==> config.mk <==
export PLATFORM = sky130hd
export DESIGN_NAME = ordered_keyed_table_with_extremes
export DESIGN_NICKNAME = d
export VERILOG_FILES = /design/src/sv/okt_pkg.sv /design/src/sv/okt_ram.sv /design/src/sv/okt_ctrl.sv /design/src/sv/okt_dp.sv /design/src/sv/ordered_keyed_table_with_extremes.sv
export SDC_FILE = /design/constraint.sdc
export NUM_CORES = 1
export LEC_CHECK = 0
export BUFFER_PORTS_ARGS = -buffer_cell sky130_fd_sc_hd__buf_2
export CAP_MARGIN = 10
export CORE_ASPECT_RATIO = 0.7
export CORE_MARGIN = 2
export CORE_UTILIZATION = 55
export CTS_CLUSTER_DIAMETER = 200
export DETAILED_ROUTE_END_ITERATION = 10
export GPL_ROUTABILITY_DRIVEN = 1
export PLACE_DENSITY = 0.83
export SYNTH_ARGS = -nofsm -noshare
export SYNTH_HDL_FRONTEND = slang
export SYNTH_SLANG_ARGS = --single-unit
==> constraint.sdc <==
create_clock -name clk -period 4.05 [get_ports clk]
set_input_delay 0.405 -clock clk [delete_from_list [all_inputs] [get_ports clk]]
set_output_delay 0.405 -clock clk [all_outputs]
set_load 0.01 [all_outputs]
==> src/sv/okt_pkg.sv <==
// Package for the ordered keyed table: opcodes, status codes, result selects
// and the command/status bundles between the controller and the datapath.
// No dependencies.
package okt_pkg;

	// Request opcodes
	localparam logic [3:0] OP_INSERT   = 4'd0;
	localparam logic [3:0] OP_SEARCH   = 4'd1;
	localparam logic [3:0] OP_REMOVE   = 4'd2;
	localparam logic [3:0] OP_LIST_FWD = 4'd3;
	localparam logic [3:0] OP_LIST_REV = 4'd4;
	localparam logic [3:0] OP_EMPTY    = 4'd5;
	localparam logic [3:0] OP_MAX      = 4'd6;
	localparam logic [3:0] OP_MIN      = 4'd7;
	localparam logic [3:0] OP_CLEAR    = 4'd8;

	// Result status codes
	localparam logic [1:0] STAT_OK       = 2'd0;
	localparam logic [1:0] STAT_NOTFOUND = 2'd1;
	localparam logic [1:0] STAT_FULL     = 2'd2;
	localparam logic [1:0] STAT_EMPTY    = 2'd3;

	// Result payload sources
	localparam logic [2:0] RES_ZERO = 3'd0;
	localparam logic [2:0] RES_REQ  = 3'd1;
	localparam logic [2:0] RES_MISS = 3'd2;
	localparam logic [2:0] RES_BEST = 3'd3;
	localparam logic [2:0] RES_RAM  = 3'd4;

	// Entry storage word: value in the upper half, code in the lower half
	localparam int ENTRY_W = 32;

	typedef struct packed {
		logic       req_load;     // capture the request fields
		logic       write_ins;    // write the request at the tail
		logic       cnt_inc;
		logic       cnt_dec;
		logic       cnt_clr;
		logic       idx_from_pos; // restart the pointer after the removed entry
		logic       rd_run;       // stream reads while the pointer is below the count
		logic       chk_en;       // compare returning read data
		logic       shift_en;     // write returning read data one slot down
		logic       list_rd;      // single read for a list step
		logic       out_load;
		logic [2:0] res_sel;
		logic [1:0] res_status;
		logic       res_last;
	} okt_cmd_t;

	typedef struct packed {
		logic [3:0] op;
		logic       cnt_zero;
		logic       full;
		logic       run_done;  // all reads issued and returned
		logic       hit;
		logic       list_last;
		logic       out_free;
	} okt_sts_t;

endpackage

==> src/sv/okt_ram.sv <==
// Generic single-write, single-read RAM with a registered read port.
// No dependencies.
module okt_ram #(
	parameter int WIDTH = 32,
	parameter int DEPTH = 16
) (
	input  logic                                  clk,
	input  logic                                  we,
	input  logic [((DEPTH > 1) ? $clog2(DEPTH) : 1)-1:0] waddr,
	input  logic [WIDTH-1:0]                      wdata,
	input  logic                                  re,
	input  logic [((DEPTH > 1) ? $clog2(DEPTH) : 1)-1:0] raddr,
	output logic [WIDTH-1:0]                      rdata
);

	logic [WIDTH-1:0] mem_q [DEPTH];

	// Write port
	always_ff @(posedge clk) begin
		if (we) begin
			mem_q[waddr] <= wdata;
		end
	end

	// Registered read, hold when idle
	always_ff @(posedge clk) begin
		if (re) begin
			rdata <= mem_q[raddr];
		end
	end

endmodule

==> src/sv/okt_ctrl.sv <==
// Controller state machine for the ordered keyed table.
// Depends on okt_pkg; drives okt_dp through okt_cmd_t and reads okt_sts_t.
module okt_ctrl
	import okt_pkg::*;
(
	input  logic     clk,
	input  logic     arst_n,
	input  logic     in_valid,
	output logic     in_ready,
	input  okt_sts_t sts,
	output okt_cmd_t cmd
);

	localparam logic [2:0] S_IDLE     = 3'd0;
	localparam logic [2:0] S_DECODE   = 3'd1;
	localparam logic [2:0] S_SCAN     = 3'd2;
	localparam logic [2:0] S_SHIFT    = 3'd3;
	localparam logic [2:0] S_LIST_RD  = 3'd4;
	localparam logic [2:0] S_LIST_OUT = 3'd5;
	localparam logic [2:0] S_EMIT     = 3'd6;

	logic [2:0] state_q, state_d;
	logic [2:0] em_sel_q, em_sel_d;
	logic [1:0] em_stat_q, em_stat_d;
	logic       em_load;
	logic       scan_end;

	assign in_ready = (state_q == S_IDLE);
	assign scan_end = sts.run_done || sts.hit;

	// Next state and commands
	always_comb begin
		state_d   = state_q;
		cmd       = '0;
		em_load   = 1'b0;
		em_sel_d  = RES_ZERO;
		em_stat_d = STAT_OK;
		case (state_q)
			S_IDLE: begin
				if (in_valid) begin
					cmd.req_load = 1'b1;
					state_d      = S_DECODE;
				end
			end
			S_DECODE: begin
				state_d = S_EMIT;
				em_load = 1'b1;
				case (sts.op)
					OP_INSERT: begin
						em_sel_d = RES_REQ;
						if (sts.full) begin
							em_stat_d = STAT_FULL;
						end else begin
							cmd.write_ins = 1'b1;
							cmd.cnt_inc   = 1'b1;
						end
					end
					OP_SEARCH, OP_REMOVE: begin
						if (sts.cnt_zero) begin
							em_sel_d  = RES_MISS;
							em_stat_d = STAT_NOTFOUND;
						end else begin
							em_load = 1'b0;
							state_d = S_SCAN;
						end
					end
					OP_MAX, OP_MIN: begin
						if (sts.cnt_zero) begin
							em_stat_d = STAT_EMPTY;
						end else begin
							em_load = 1'b0;
							state_d = S_SCAN;
						end
					end
					OP_LIST_FWD, OP_LIST_REV: begin
						if (sts.cnt_zero) begin
							em_stat_d = STAT_EMPTY;
						end else begin
							em_load = 1'b0;
							state_d = S_LIST_RD;
						end
					end
					OP_EMPTY: begin
						em_stat_d = sts.cnt_zero ? STAT_EMPTY : STAT_OK;
					end
					OP_CLEAR: begin
						cmd.cnt_clr = 1'b1;
					end
					default: begin
						// drop unknown opcodes without a result
						em_load = 1'b0;
						state_d = S_IDLE;
					end
				endcase
			end
			S_SCAN: begin
				cmd.chk_en = 1'b1;
				cmd.rd_run = !scan_end;
				if (scan_end) begin
					if ((sts.op == OP_MAX) || (sts.op == OP_MIN)) begin
						em_load  = 1'b1;
						em_sel_d = RES_BEST;
						state_d  = S_EMIT;
					end else if (!sts.hit) begin
						em_load   = 1'b1;
						em_sel_d  = RES_MISS;
						em_stat_d = STAT_NOTFOUND;
						state_d   = S_EMIT;
					end else if (sts.op == OP_REMOVE) begin
						cmd.idx_from_pos = 1'b1;
						state_d          = S_SHIFT;
					end else begin
						em_load  = 1'b1;
						em_sel_d = RES_BEST;
						state_d  = S_EMIT;
					end
				end
			end
			S_SHIFT: begin
				cmd.shift_en = 1'b1;
				cmd.rd_run   = !sts.run_done;
				if (sts.run_done) begin
					cmd.cnt_dec = 1'b1;
					em_load     = 1'b1;
					em_sel_d    = RES_BEST;
					state_d     = S_EMIT;
				end
			end
			S_LIST_RD: begin
				cmd.list_rd = 1'b1;
				state_d     = S_LIST_OUT;
			end
			S_LIST_OUT: begin
				cmd.res_sel    = RES_RAM;
				cmd.res_status = STAT_OK;
				cmd.res_last   = sts.list_last;
				cmd.out_load   = sts.out_free;
				if (sts.out_free) begin
					state_d = sts.list_last ? S_IDLE : S_LIST_RD;
				end
			end
			S_EMIT: begin
				cmd.res_sel    = em_sel_q;
				cmd.res_status = em_stat_q;
				cmd.res_last   = 1'b1;
				cmd.out_load   = sts.out_free;
				if (sts.out_free) begin
					state_d = S_IDLE;
				end
			end
			default: begin
				state_d = S_IDLE;
			end
		endcase
	end

	// State register
	always_ff @(posedge clk or negedge arst_n) begin
		if (!arst_n) begin
			state_q <= S_IDLE;
		end else begin
			state_q <= state_d;
		end
	end

	// Hold the pending single result
	always_ff @(posedge clk) begin
		if (em_load) begin
			em_sel_q  <= em_sel_d;
			em_stat_q <= em_stat_d;
		end
	end

endmodule

==> src/sv/okt_dp.sv <==
// Datapath for the ordered keyed table: request registers, entry RAM, count,
// read pointer, compare logic and output register. Depends on okt_pkg, okt_ram.
module okt_dp
	import okt_pkg::*;
#(
	parameter int CAPACITY = 16
) (
	input  logic               clk,
	input  logic               arst_n,
	input  logic [3:0]         in_opcode,
	input  logic [15:0]        in_key,
	input  logic signed [15:0] in_val,
	input  okt_cmd_t           cmd,
	output okt_sts_t           sts,
	input  logic               out_ready,
	output logic               out_valid,
	output logic [1:0]         out_status,
	output logic [15:0]        out_key,
	output logic signed [15:0] out_val,
	output logic [4:0]         out_total,
	output logic               out_last
);

	localparam int CW = $clog2(CAPACITY + 1);
	localparam int AW = (CAPACITY > 1) ? $clog2(CAPACITY) : 1;

	logic [3:0]         op_q;
	logic [15:0]        key_q;
	logic signed [15:0] val_q;
	logic [CW-1:0]      cnt_q;
	logic [CW-1:0]      idx_q;
	logic [CW-1:0]      rev_idx;
	logic               rd_vld_s1;
	logic [AW-1:0]      rd_idx_s1;
	logic               hit_q;
	logic [AW-1:0]      pos_q;
	logic [15:0]        best_key_q;
	logic signed [15:0] best_val_q;
	logic               out_valid_q;

	logic               rd_go;
	logic               ram_re;
	logic [AW-1:0]      ram_raddr;
	logic               ram_we;
	logic [AW-1:0]      ram_waddr;
	logic [ENTRY_W-1:0] ram_wdata;
	logic [ENTRY_W-1:0] ram_rdata;
	logic [15:0]        rd_key;
	logic signed [15:0] rd_val;
	logic               is_find;
	logic               take_hit;
	logic               take_ext;
	logic               better;
	logic [15:0]        res_key;
	logic signed [15:0] res_val;

	// Capture the request
	always_ff @(posedge clk) begin
		if (cmd.req_load) begin
			op_q  <= in_opcode;
			key_q <= in_key;
			val_q <= in_val;
		end
	end

	// Read and write port steering
	assign rd_go     = cmd.rd_run && (idx_q < cnt_q);
	assign rev_idx   = cnt_q - CW'(1) - idx_q;
	assign ram_re    = rd_go || cmd.list_rd;
	assign ram_raddr = (cmd.list_rd && (op_q == OP_LIST_REV)) ? rev_idx[AW-1:0] : idx_q[AW-1:0];
	assign ram_we    = cmd.write_ins || (cmd.shift_en && rd_vld_s1);
	assign ram_waddr = cmd.write_ins ? AW'(cnt_q) : AW'(rd_idx_s1 - AW'(1));
	assign ram_wdata = cmd.write_ins ? {val_q, key_q} : ram_rdata;
	assign rd_key    = ram_rdata[15:0];
	assign rd_val    = $signed(ram_rdata[31:16]);

	okt_ram #(
		.WIDTH(ENTRY_W),
		.DEPTH(CAPACITY)
	) u_ram (
		.clk   (clk),
		.we    (ram_we),
		.waddr (ram_waddr),
		.wdata (ram_wdata),
		.re    (ram_re),
		.raddr (ram_raddr),
		.rdata (ram_rdata)
	);

	// Count and read pointer
	always_ff @(posedge clk or negedge arst_n) begin
		if (!arst_n) begin
			cnt_q     <= '0;
			idx_q     <= '0;
			rd_vld_s1 <= 1'b0;
		end else begin
			if (cmd.cnt_clr) begin
				cnt_q <= '0;
			end else if (cmd.cnt_inc) begin
				cnt_q <= cnt_q + CW'(1);
			end else if (cmd.cnt_dec) begin
				cnt_q <= cnt_q - CW'(1);
			end
			if (cmd.req_load) begin
				idx_q <= '0;
			end else if (cmd.idx_from_pos) begin
				idx_q <= CW'(pos_q) + CW'(1);
			end else if (ram_re) begin
				idx_q <= idx_q + CW'(1);
			end
			rd_vld_s1 <= rd_go;
		end
	end

	// Track the address of the data in flight
	always_ff @(posedge clk) begin
		if (rd_go) begin
			rd_idx_s1 <= idx_q[AW-1:0];
		end
	end

	// Compare returning entries
	assign is_find  = (op_q == OP_SEARCH) || (op_q == OP_REMOVE);
	assign better   = (op_q == OP_MAX) ? (rd_val > best_val_q) : (rd_val < best_val_q);
	assign take_hit = cmd.chk_en && rd_vld_s1 && is_find && !hit_q && (rd_key == key_q);
	assign take_ext = cmd.chk_en && rd_vld_s1 && !is_find && ((rd_idx_s1 == '0) || better);

	always_ff @(posedge clk or negedge arst_n) begin
		if (!arst_n) begin
			hit_q <= 1'b0;
		end else if (cmd.req_load) begin
			hit_q <= 1'b0;
		end else if (take_hit) begin
			hit_q <= 1'b1;
		end
	end

	always_ff @(posedge clk) begin
		if (take_hit || take_ext) begin
			best_key_q <= rd_key;
			best_val_q <= rd_val;
		end
		if (take_hit) begin
			pos_q <= rd_idx_s1;
		end
	end

	// Result payload select
	always_comb begin
		case (cmd.res_sel)
			RES_REQ: begin
				res_key = key_q;
				res_val = val_q;
			end
			RES_MISS: begin
				res_key = key_q;
				res_val = '0;
			end
			RES_BEST: begin
				res_key = best_key_q;
				res_val = best_val_q;
			end
			RES_RAM: begin
				res_key = rd_key;
				res_val = rd_val;
			end
			default: begin
				res_key = '0;
				res_val = '0;
			end
		endcase
	end

	// Output register
	always_ff @(posedge clk or negedge arst_n) begin
		if (!arst_n) begin
			out_valid_q <= 1'b0;
		end else if (cmd.out_load) begin
			out_valid_q <= 1'b1;
		end else if (out_ready) begin
			out_valid_q <= 1'b0;
		end
	end

	always_ff @(posedge clk) begin
		if (cmd.out_load) begin
			out_status <= cmd.res_status;
			out_key    <= res_key;
			out_val    <= res_val;
			out_total  <= 5'(cnt_q);
			out_last   <= cmd.res_last;
		end
	end

	assign out_valid = out_valid_q;

	// Status back to the controller
	assign sts.op        = op_q;
	assign sts.cnt_zero  = (cnt_q == '0);
	assign sts.full      = (cnt_q >= CW'(CAPACITY));
	assign sts.run_done  = (idx_q >= cnt_q) && !rd_vld_s1;
	assign sts.hit       = hit_q;
	assign sts.list_last = (idx_q == cnt_q);
	assign sts.out_free  = !out_valid_q || out_ready;

endmodule

==> src/sv/ordered_keyed_table_with_extremes.sv <==
// Each request is decoded first. Insert, empty, clear and misses on an empty table then load
// their result; unknown opcodes are dropped with no result. Search and max/min first scan the
// entries, remove scans and then shifts the later entries down one slot, and a list reads each
// entry and loads it as a result in turn. The entry RAM read port streams one entry a cycle in a scan or shift.
// One request is worked at a time; the next is taken the cycle after its last result is loaded.
// Reset clears the count and control state at once; entry storage is not cleared.
module ordered_keyed_table_with_extremes
	import okt_pkg::*;
#(
	parameter int CAPACITY = 16
) (
	input  logic        clk,
	input  logic        arst_n,
	input  logic        s_axis_tvalid,
	output logic        s_axis_tready,
	input  logic [31:0] s_axis_tdata,  // key_code[15:0], value_in[31:16]
	input  logic [3:0]  s_axis_tuser,  // opcode[3:0]
	output logic        m_axis_tvalid,
	input  logic        m_axis_tready,
	output logic [39:0] m_axis_tdata,  // key_out[15:0], value_out[31:16], entry_total[36:32]
	output logic [1:0]  m_axis_tuser,  // status[1:0]
	output logic        m_axis_tlast   // last_of_run
);

	okt_cmd_t           cmd;
	okt_sts_t           sts;
	logic [15:0]        key_out;
	logic signed [15:0] value_out;
	logic [4:0]         entry_total;

	okt_ctrl u_ctrl (
		.clk      (clk),
		.arst_n   (arst_n),
		.in_valid (s_axis_tvalid),
		.in_ready (s_axis_tready),
		.sts      (sts),
		.cmd      (cmd)
	);

	okt_dp #(
		.CAPACITY(CAPACITY)
	) u_dp (
		.clk        (clk),
		.arst_n     (arst_n),
		.in_opcode  (s_axis_tuser),
		.in_key     (s_axis_tdata[15:0]),
		.in_val     ($signed(s_axis_tdata[31:16])),
		.cmd        (cmd),
		.sts        (sts),
		.out_ready  (m_axis_tready),
		.out_valid  (m_axis_tvalid),
		.out_status (m_axis_tuser),
		.out_key    (key_out),
		.out_val    (value_out),
		.out_total  (entry_total),
		.out_last   (m_axis_tlast)
	);

	// Pack the result
	assign m_axis_tdata = {3'b000, entry_total, value_out, key_out};

endmodule

==> results of run 1 <==
==> cells in the final DEF (no fill, tap or decap), types with 11 or more instances in the layout <==
cell and count:
sky130_fd_sc_hd__o22ai_1 33, sky130_fd_sc_hd__a2111oi_2 32, sky130_fd_sc_hd__mux2i_1 67, sky130_fd_sc_hd__a222oi_1 32, sky130_fd_sc_hd__buf_4 42, sky130_fd_sc_hd__dlygate4sd3_1 35
sky130_fd_sc_hd__a211oi_1 97, sky130_fd_sc_hd__a21oi_1 22, sky130_fd_sc_hd__buf_2 81, sky130_fd_sc_hd__ha_1 28, sky130_fd_sc_hd__dfrtp_1 16, sky130_fd_sc_hd__clkinv_2 15
sky130_fd_sc_hd__clkbuf_16 58, sky130_fd_sc_hd__nor2_1 32, sky130_fd_sc_hd__nor3_1 11, sky130_fd_sc_hd__buf_12 24, sky130_fd_sc_hd__nand2_1 328, sky130_fd_sc_hd__and2_1 99
sky130_fd_sc_hd__xor2_1 17, sky130_fd_sc_hd__o21ai_0 26, sky130_fd_sc_hd__a32o_1 33, sky130_fd_sc_hd__nor2_4 18, sky130_fd_sc_hd__a31oi_1 68, sky130_fd_sc_hd__edfxtp_1 664
sky130_fd_sc_hd__inv_1 63, sky130_fd_sc_hd__clkinv_1 11
==> critical path, cell delays in order, from the launching register on <==
cell	delay, ps
sky130_fd_sc_hd__dfrtp_1	390
sky130_fd_sc_hd__inv_1	130
sky130_fd_sc_hd__ha_2	250
sky130_fd_sc_hd__xor2_1	210
sky130_fd_sc_hd__ha_1	310
sky130_fd_sc_hd__a21o_1	220
sky130_fd_sc_hd__nand4bb_1	260
sky130_fd_sc_hd__mux2i_4	280
sky130_fd_sc_hd__xor2_4	200
sky130_fd_sc_hd__buf_12	250
sky130_fd_sc_hd__buf_4	380
sky130_fd_sc_hd__a211oi_1	90
sky130_fd_sc_hd__a31oi_1	180
sky130_fd_sc_hd__o22ai_1	120
sky130_fd_sc_hd__a2111oi_2	320
==> Yosys cell counts (3+ instances only) <==
master                      count  area [sq um]
sky130_fd_sc_hd__edfxtp_1     664         19900
sky130_fd_sc_hd__nand2_1      328          1230
sky130_fd_sc_hd__and2_1        99           619
sky130_fd_sc_hd__a211oi_1      97           728
sky130_fd_sc_hd__a31oi_1       68           425
sky130_fd_sc_hd__mux2i_1       68           681
sky130_fd_sc_hd__inv_1         64           240
sky130_fd_sc_hd__clkbuf_1      59           221
sky130_fd_sc_hd__nor2_1        50           188
sky130_fd_sc_hd__buf_2         34           170
sky130_fd_sc_hd__a32o_1        33           330
sky130_fd_sc_hd__o22ai_1       33           206
sky130_fd_sc_hd__a2111oi_2     32           480
sky130_fd_sc_hd__a222oi_1      32           320
sky130_fd_sc_hd__ha_1          29           363
sky130_fd_sc_hd__o21ai_0       26           130
sky130_fd_sc_hd__a21oi_1       23           115
sky130_fd_sc_hd__xor2_1        18           158
sky130_fd_sc_hd__dfrtp_1       16           400
sky130_fd_sc_hd__nor3_1        13          65.1
sky130_fd_sc_hd__buf_4         11          82.6
sky130_fd_sc_hd__nand3_1       10          50.1
sky130_fd_sc_hd__xnor2_1       10          87.6
sky130_fd_sc_hd__and3_1         6          37.5
sky130_fd_sc_hd__nand4_1        6          37.5
sky130_fd_sc_hd__nand2b_1       5          31.3
sky130_fd_sc_hd__nor2b_1        5          31.3
sky130_fd_sc_hd__nor4_1         5          31.3
sky130_fd_sc_hd__a21o_1         4          30.0
sky130_fd_sc_hd__a32oi_1        4          35.0
sky130_fd_sc_hd__o31ai_1        4          30.0
sky130_fd_sc_hd__buf_1          3          11.3
sky130_fd_sc_hd__nand3b_1       3          22.5
sky130_fd_sc_hd__o21a_1         3          22.5
sky130_fd_sc_hd__o41ai_1        3          26.3
==> final cells by class <==
cell class	count	share of cell area
flip-flops and latches	680	0.636
multi-input cells	1051	0.221
repair buffers	183	0.0493
clock buffers	68	0.0465
well taps	674	0.0264
clock inverters	41	0.0140
inverters	65	0.00762
==> how the worst min path moves through the flow <==
stage / slack (ps) / endpoint / from / cells after the start
2_1_floorplan: 110 / u_ctrl.state_q[0]$_DFFE_PN0P_ / arst_n / 0
3_3_place_gp: 350 / u_dp.hit_q$_DFFE_PN0P_ / arst_n / 1
3_5_place_dp: 370 / u_dp.idx_q[0]$_DFFE_PN0P_ / arst_n / 1
4_1_cts: 10 / u_dp.val_q[3]$_DFFE_PP_ / s_axis_tdata[19] / 1
5_1_grt: 9 / u_dp.val_q[3]$_DFFE_PP_ / s_axis_tdata[19] / 1
6_report: 10 / u_dp.val_q[3]$_DFFE_PP_ / s_axis_tdata[19] / 1
==> layer usage <==
layer / track usage / routed length (um)
met3: 0.0632 / 9840
met5: 0 / 0
met2: 0.438 / 33600
met1: 0.376 / 26800
met4: 0.0965 / 2250
==> through the flow <==
stage | utilization | instances | cell area [sq um] | power, W
6_report | 0.635 | 2762 | 32000 | 0.0221
4_1_cts | 0.634 | 2761 | 32000 | 0.0219
2_1_floorplan | - | 1905 | 27900 | 0.0139
5_1_grt | 0.635 | 2762 | 32000 | 0.0229
3_3_place_gp | 0.589 | 2617 | 29700 | 0.0159
3_5_place_dp | 0.589 | 2617 | 29700 | 0.0162
==> report_power, final <==
group | leakage (nW) | total, W | switching, W | internal (W)
sequential | 6.19 | 0.0100 | 0.000622 | 0.00940
clock | 0.945 | 0.00573 | 0.00252 | 0.00321
combinational | 4.12 | 0.00640 | 0.00429 | 0.00211
==> cells by family after synthesis <==
kind of cell               share of synthesized area
DFF                                            0.729
and+or+nand+nor                               0.0908
AOI/OAI and AO/OA                              0.106
buffers and inverters                         0.0268
muxes                                         0.0253
adders and majority gates                     0.0137
xor gates and xnor gates                     0.00879
other                                       0.000134
==> repair_timing <==
item / CTS / global route
endpoints found under the hold margin: 50 / 0
resized for setup: 0 / 4
buffers inserted: 0 / 1
endpoints found under the setup margin: 0 / 14
hold buffers: 35 / 0
==> state kept, by name, indices dropped and copies added (netlist names) <==
name,cells
u_dp.out_status,2
u_dp.val_q,16
u_dp.out_valid,1
u_ctrl.em_stat_q,2
u_dp.out_last,1
u_dp.best_key_q,16
u_dp.cnt_q,5
u_dp.best_val_q,16
u_dp.hit_q,1
u_dp.idx_q,5
u_dp.out_total,5
u_dp.u_ram.rdata,32
u_dp.pos_q,4
u_dp.op_q,4
u_dp.out_key,16
u_ctrl.em_sel_q,2
u_dp.u_ram.mem_q,512
u_ctrl.state_q,3
u_dp.key_q,16
u_dp.out_val,16
u_dp.rd_vld_s1,1
u_dp.rd_idx_s1,4
==> impl_metrics.tcl, run 1 <==
set metrics [dict create \
    critPathCaptureType "flop" \
    clock_tree.buffer_depth 3 \
    die-area_sq_mm 0.0526 \
    fin_nets 2109 \
    worstSetupPathType "flop to flop" \
    place.port_buffers 81 \
    gp_congestion 0.907 \
    synth_edf_count 664 \
    vias_in_the_first_global_route 17600 \
    timing.rr.end "u_dp.u_ram.rdata[6]$_DFFE_PP_" \
    core.rowCount 69 \
    dieWidth_um 273 \
    i_o_pin_count 85 \
    p_per_area_mw_per_mm2 692 \
    period_minus_slack_ps 3860 \
    timing.final.crit_share 0.954 \
    hpwlAfterDp_um 40500 \
    hold-worst-slack_ps 14.4 \
    timing.final.setup_violations 0 \
    cap_viol_max_count 0 \
    largest_net_degree_at_the_start_of_global_routing 131 \
    mappedNetlistArea_sq_mm 0.0279 \
    count_of_cell_types_in_the_netlist 61 \
    yosys_warnings 0 \
    rsz0062_at_grt "false" \
    grt_pass1_wl_um 107000 \
    areaGrowthSynthToFinish_pct 14.6 \
    yosys_most_used_dff "sky130_fd_sc_hd__edfxtp_1" \
    initialDrtViolationCount 2984 \
    via_per_instance_ratio 6.46 \
    number_of_iterations_in_the_first_detailed_routing_pass 7 \
    startpoint_type "flop" \
    syn-instance-count 1903 \
    post-route-drc-count 0 \
    route.vias.total 17800 \
    setup.worst_path.end "u_dp.u_ram.rdata[6]$_DFFE_PP_" \
    cts_sinks 680 \
    multi_input_area_sq_mm 0.00706 \
    cts_buffers 58 \
    cts.root.buffer_cell "sky130_fd_sc_hd__clkbuf_16" \
    core-area_sq_mm 0.0504 \
    synth.avg_cell_area_sq_um 14.7 \
    layout_setup_ws_ps 187 \
    area.sequential_sq_mm 0.0203 \
    grt_use_total 0.275 \
    overflow 0 \
    clkSlewWorstSetupHoldPaths_ps 70 \
    relSlewSlack 0.219 \
    timing.reg2reg.setup_slack_ps 190 \
    die_height_um 192 \
    p_leak_nw 11.3 \
    slew_violations 0 \
    final.setup_skew_ps 24.1 \
    diodes 0 \
    ctsHtreeMaxLevel 2 \
    critPathLaunch "u_dp.cnt_q[1]$_DFFE_PN0P_" \
    synth.ff_latch_count 680 \
    clock_tree_from_tritoncts "yes" \
    vdd.ir_drop.worst_mv 0.482 \
    synth.yosys.seq_area_share 0.729 \
    routed_wl_um 72500 \
    totalNegativeSetupSlack_ps 0 \
    crit_arrival_ps 4270 \
    required_ps 4450 \
    post_route_cells_drive_above_1_share 0.148 \
    crit_path_max_fanout 36 \
    max_freq_ghz 0.259 \
    run_status "completed" \
    r2r_start "u_dp.cnt_q[1]$_DFFE_PN0P_" \
    clk-insertion-delay-late_ps 620 \
    remaining_antenna_violation_count_after_routing 0 \
    timing_hold_violations_final 0 \
    antenna_found_initial 0 \
    worst_pin_slew_ps 1170 \
    worstRegToRegCells 14 \
    hold_path_class "primary input to flop" \
    fillerInstances 3313 \
    initial_utilization 0.554 \
    synthArstFlopShare 0.0235 \
    detailedPlace.worstSlack_ps 252 \
    wire_per_inst_um 26.3 \
]
No activity file was read; power rests on OpenSTA's default activity.
==> run 2, diff against run 1 <==
- ABC_CLOCK_PERIOD_IN_PS: not set -> 5000
- PLACE_DENSITY: 0.83 -> 0.8
- clock period: 4.05 -> 5 ns (I/O delays scaled with it)
==> impl_metrics.tcl, run 2 (synthesized netlist as in run 1, its figures left out) <==
set metrics [dict create \
    run_status "completed" \
    rsz0062_at_grt "false" \
    worstRegToRegCells 13 \
    cts_sinks 680 \
    netSwitchingPower_w 0.00579 \
    clkSlewWorstSetupHoldPaths_ps 70 \
    areaGrowthSynthToFinish_pct 11.7 \
    crit_path_max_fanout 56 \
    critPathCaptureType "flop" \
    p_per_area_mw_per_mm2 560 \
    post_cts.resized_instances 0 \
    post-route-drc-count 0 \
    layout.cells.most_common_list "664 x sky130_fd_sc_hd__edfxtp_1, 328 x sky130_fd_sc_hd__nand2_1, 99 x sky130_fd_sc_hd__and2_1" \
    route.vias.total 17500 \
    overflow 0 \
    period_minus_slack_ps 4360 \
    final_common_cell "sky130_fd_sc_hd__edfxtp_1" \
    timing.final.setup_violations 0 \
    initialDrtViolationCount 2930 \
    slew_violations 0 \
    timing.final.crit_share 0.872 \
    timing_hold_violations_final 0 \
    initial_utilization 0.554 \
    i_o_pin_count 85 \
    fin_nets 2054 \
    p_leak_nw 10.9 \
    die-area_sq_mm 0.0526 \
    clk-insertion-delay-late_ps 610 \
    cts_buffers 58 \
    remaining_antenna_violation_count_after_routing 0 \
    vdd.ir_drop.worst_mv 0.426 \
    crit_arrival_ps 4710 \
    grt_use_total 0.268 \
    via_per_instance_ratio 6.48 \
    placedCellCount 2597 \
    relSlewSlack 0.161 \
    die_height_um 192 \
    ctsHtreeMaxLevel 2 \
    clock_tree_from_tritoncts "yes" \
    clock_tree.buffer_depth 3 \
    worstSetupPathType "flop to flop" \
    largest_register_ffs 512 \
    cts.repair_timing.setup_buffer_count 0 \
    gp_congestion 0.900 \
    totalNegativeSetupSlack_ps 0 \
    cap_viol_max_count 0 \
    hpwlAfterDp_um 39100 \
    cts.root.buffer_cell "sky130_fd_sc_hd__clkbuf_16" \
    vias_in_the_first_global_route 16800 \
    startpoint_type "flop" \
    largest_net_degree_at_the_start_of_global_routing 131 \
    finalNonFillerCells 2703 \
    core.rowCount 69 \
    internal_power_w 0.0117 \
    grt_pass1_wl_um 105000 \
    setup.worst_path.end "u_dp.u_ram.rdata[22]$_DFFE_PP_" \
    critPathLaunch "u_dp.cnt_q[0]$_DFFE_PN0P_" \
    number_of_iterations_in_the_first_detailed_routing_pass 9 \
    final.setup_skew_ps 21.0 \
    wire_per_inst_um 26.0 \
    swShare 0.331 \
    clockPowerShare 0.256 \
    max_freq_ghz 0.229 \
    place.port_buffers 81 \
    dieWidth_um 273 \
    timing.rr.end "u_dp.u_ram.rdata[22]$_DFFE_PP_" \
    largestRegisters "u_dp.u_ram.mem_q x512, u_dp.u_ram.rdata x32" \
    post_route_cells_drive_above_1_share 0.136 \
    diodes 0 \
    required_ps 5350 \
    antenna_found_initial 0 \
    routed_wl_um 70300 \
    timing.reg2reg.setup_slack_ps 640 \
    fin_total_pwr_w 0.0175 \
    share_seq_of_total_power 0.467 \
    hold_path_class "primary input to flop" \
    worst_pin_slew_ps 1250 \
    core-area_sq_mm 0.0504 \
    r2r_start "u_dp.cnt_q[0]$_DFFE_PN0P_" \
    p_comb_frac 0.278 \
    registers.top_by_ff_count "u_dp.u_ram.mem_q" \
]
run 2: changes by cell type in the layout (fill, tap and decap cells not counted), moves of 4 or more:
cell / before / now
sky130_fd_sc_hd__clkinv_1: 11 / 16
sky130_fd_sc_hd__buf_4: 42 / 37
sky130_fd_sc_hd__clkinv_2: 15 / 10
sky130_fd_sc_hd__clkinvlp_4: 4 / 0
sky130_fd_sc_hd__buf_12: 24 / 9
sky130_fd_sc_hd__dlygate4sd3_1: 35 / 1
run 2: what timing repair did:
action	CTS	global route
endpoints found under the hold margin	16	0
hold buffers	1	0
endpoints found under the setup margin	0	0
run 2: worst min path at each step:
stage | startpoint | slack, ps | end | cells after the start
floorplan | arst_n | 200 | u_ctrl.state_q[0]$_DFFE_PN0P_ | 0
global placement | arst_n | 450 | u_dp.idx_q[1]$_DFFE_PN0P_ | 1
detailed placement | arst_n | 460 | u_dp.idx_q[2]$_DFFE_PN0P_ | 1
CTS | s_axis_tuser[0] | 50 | u_dp.op_q[0]$_DFFE_PP_ | 1
global route | s_axis_tdata[12] | 50 | u_dp.key_q[12]$_DFFE_PP_ | 1
finish | s_axis_tdata[12] | 60 | u_dp.key_q[12]$_DFFE_PP_ | 1
run 2: cell type report:
class                   instances  area (sq um)
fillers                      3545         19200
clock buffers                  72          1530
flip-flops and latches        680         20300
repair buffers                128           873
well taps                     674           843
clock inverters                33           325
multi-input cells            1051          7040
inverters                      65           244
run 2: routing by layer:
metal	GRT usage	wire, um
met1	0.391	27800
met2	0.413	31800
met3	0.0496	8800
met4	0.0822	1870
met5	0	0
run 2: metrics by stage:
stage / setup WS, ps / hold slack [ps] / util / area (sq um)
final: 639 / 64.5 / 0.619 / 31200
after CTS: 757 / 47.9 / 0.619 / 31200
after detailed placement: 823 / 463 / 0.582 / 29300
after floorplan: 1120 / 204 / - / 27900
after global placement: 935 / 449 / 0.582 / 29300
after global routing: 482 / 47.6 / 0.619 / 31200
run 2: power groups by stage:
stage	Sequential (W)	Combinational [W]	Clock, W
floorplan	0.00803	0.00326	0
global placement	0.00821	0.00452	0
detailed placement	0.00824	0.00472	0
CTS	0.00813	0.00477	0.00450
global route	0.00818	0.00526	0.00471
finish	0.00816	0.00485	0.00447
run 2: critical path, cell delays in order, from the launching register on:
cell and delay (ps):
sky130_fd_sc_hd__dfrtp_1 610, sky130_fd_sc_hd__inv_1 160, sky130_fd_sc_hd__ha_1 290, sky130_fd_sc_hd__xor2_1 170, sky130_fd_sc_hd__ha_1 340, sky130_fd_sc_hd__a21o_1 210
sky130_fd_sc_hd__nand4bb_1 200, sky130_fd_sc_hd__mux2i_2 400, sky130_fd_sc_hd__xor2_4 440, sky130_fd_sc_hd__buf_12 330, sky130_fd_sc_hd__a211oi_1 90, sky130_fd_sc_hd__a31oi_1 170
sky130_fd_sc_hd__o22ai_1 140, sky130_fd_sc_hd__a2111oi_2 500
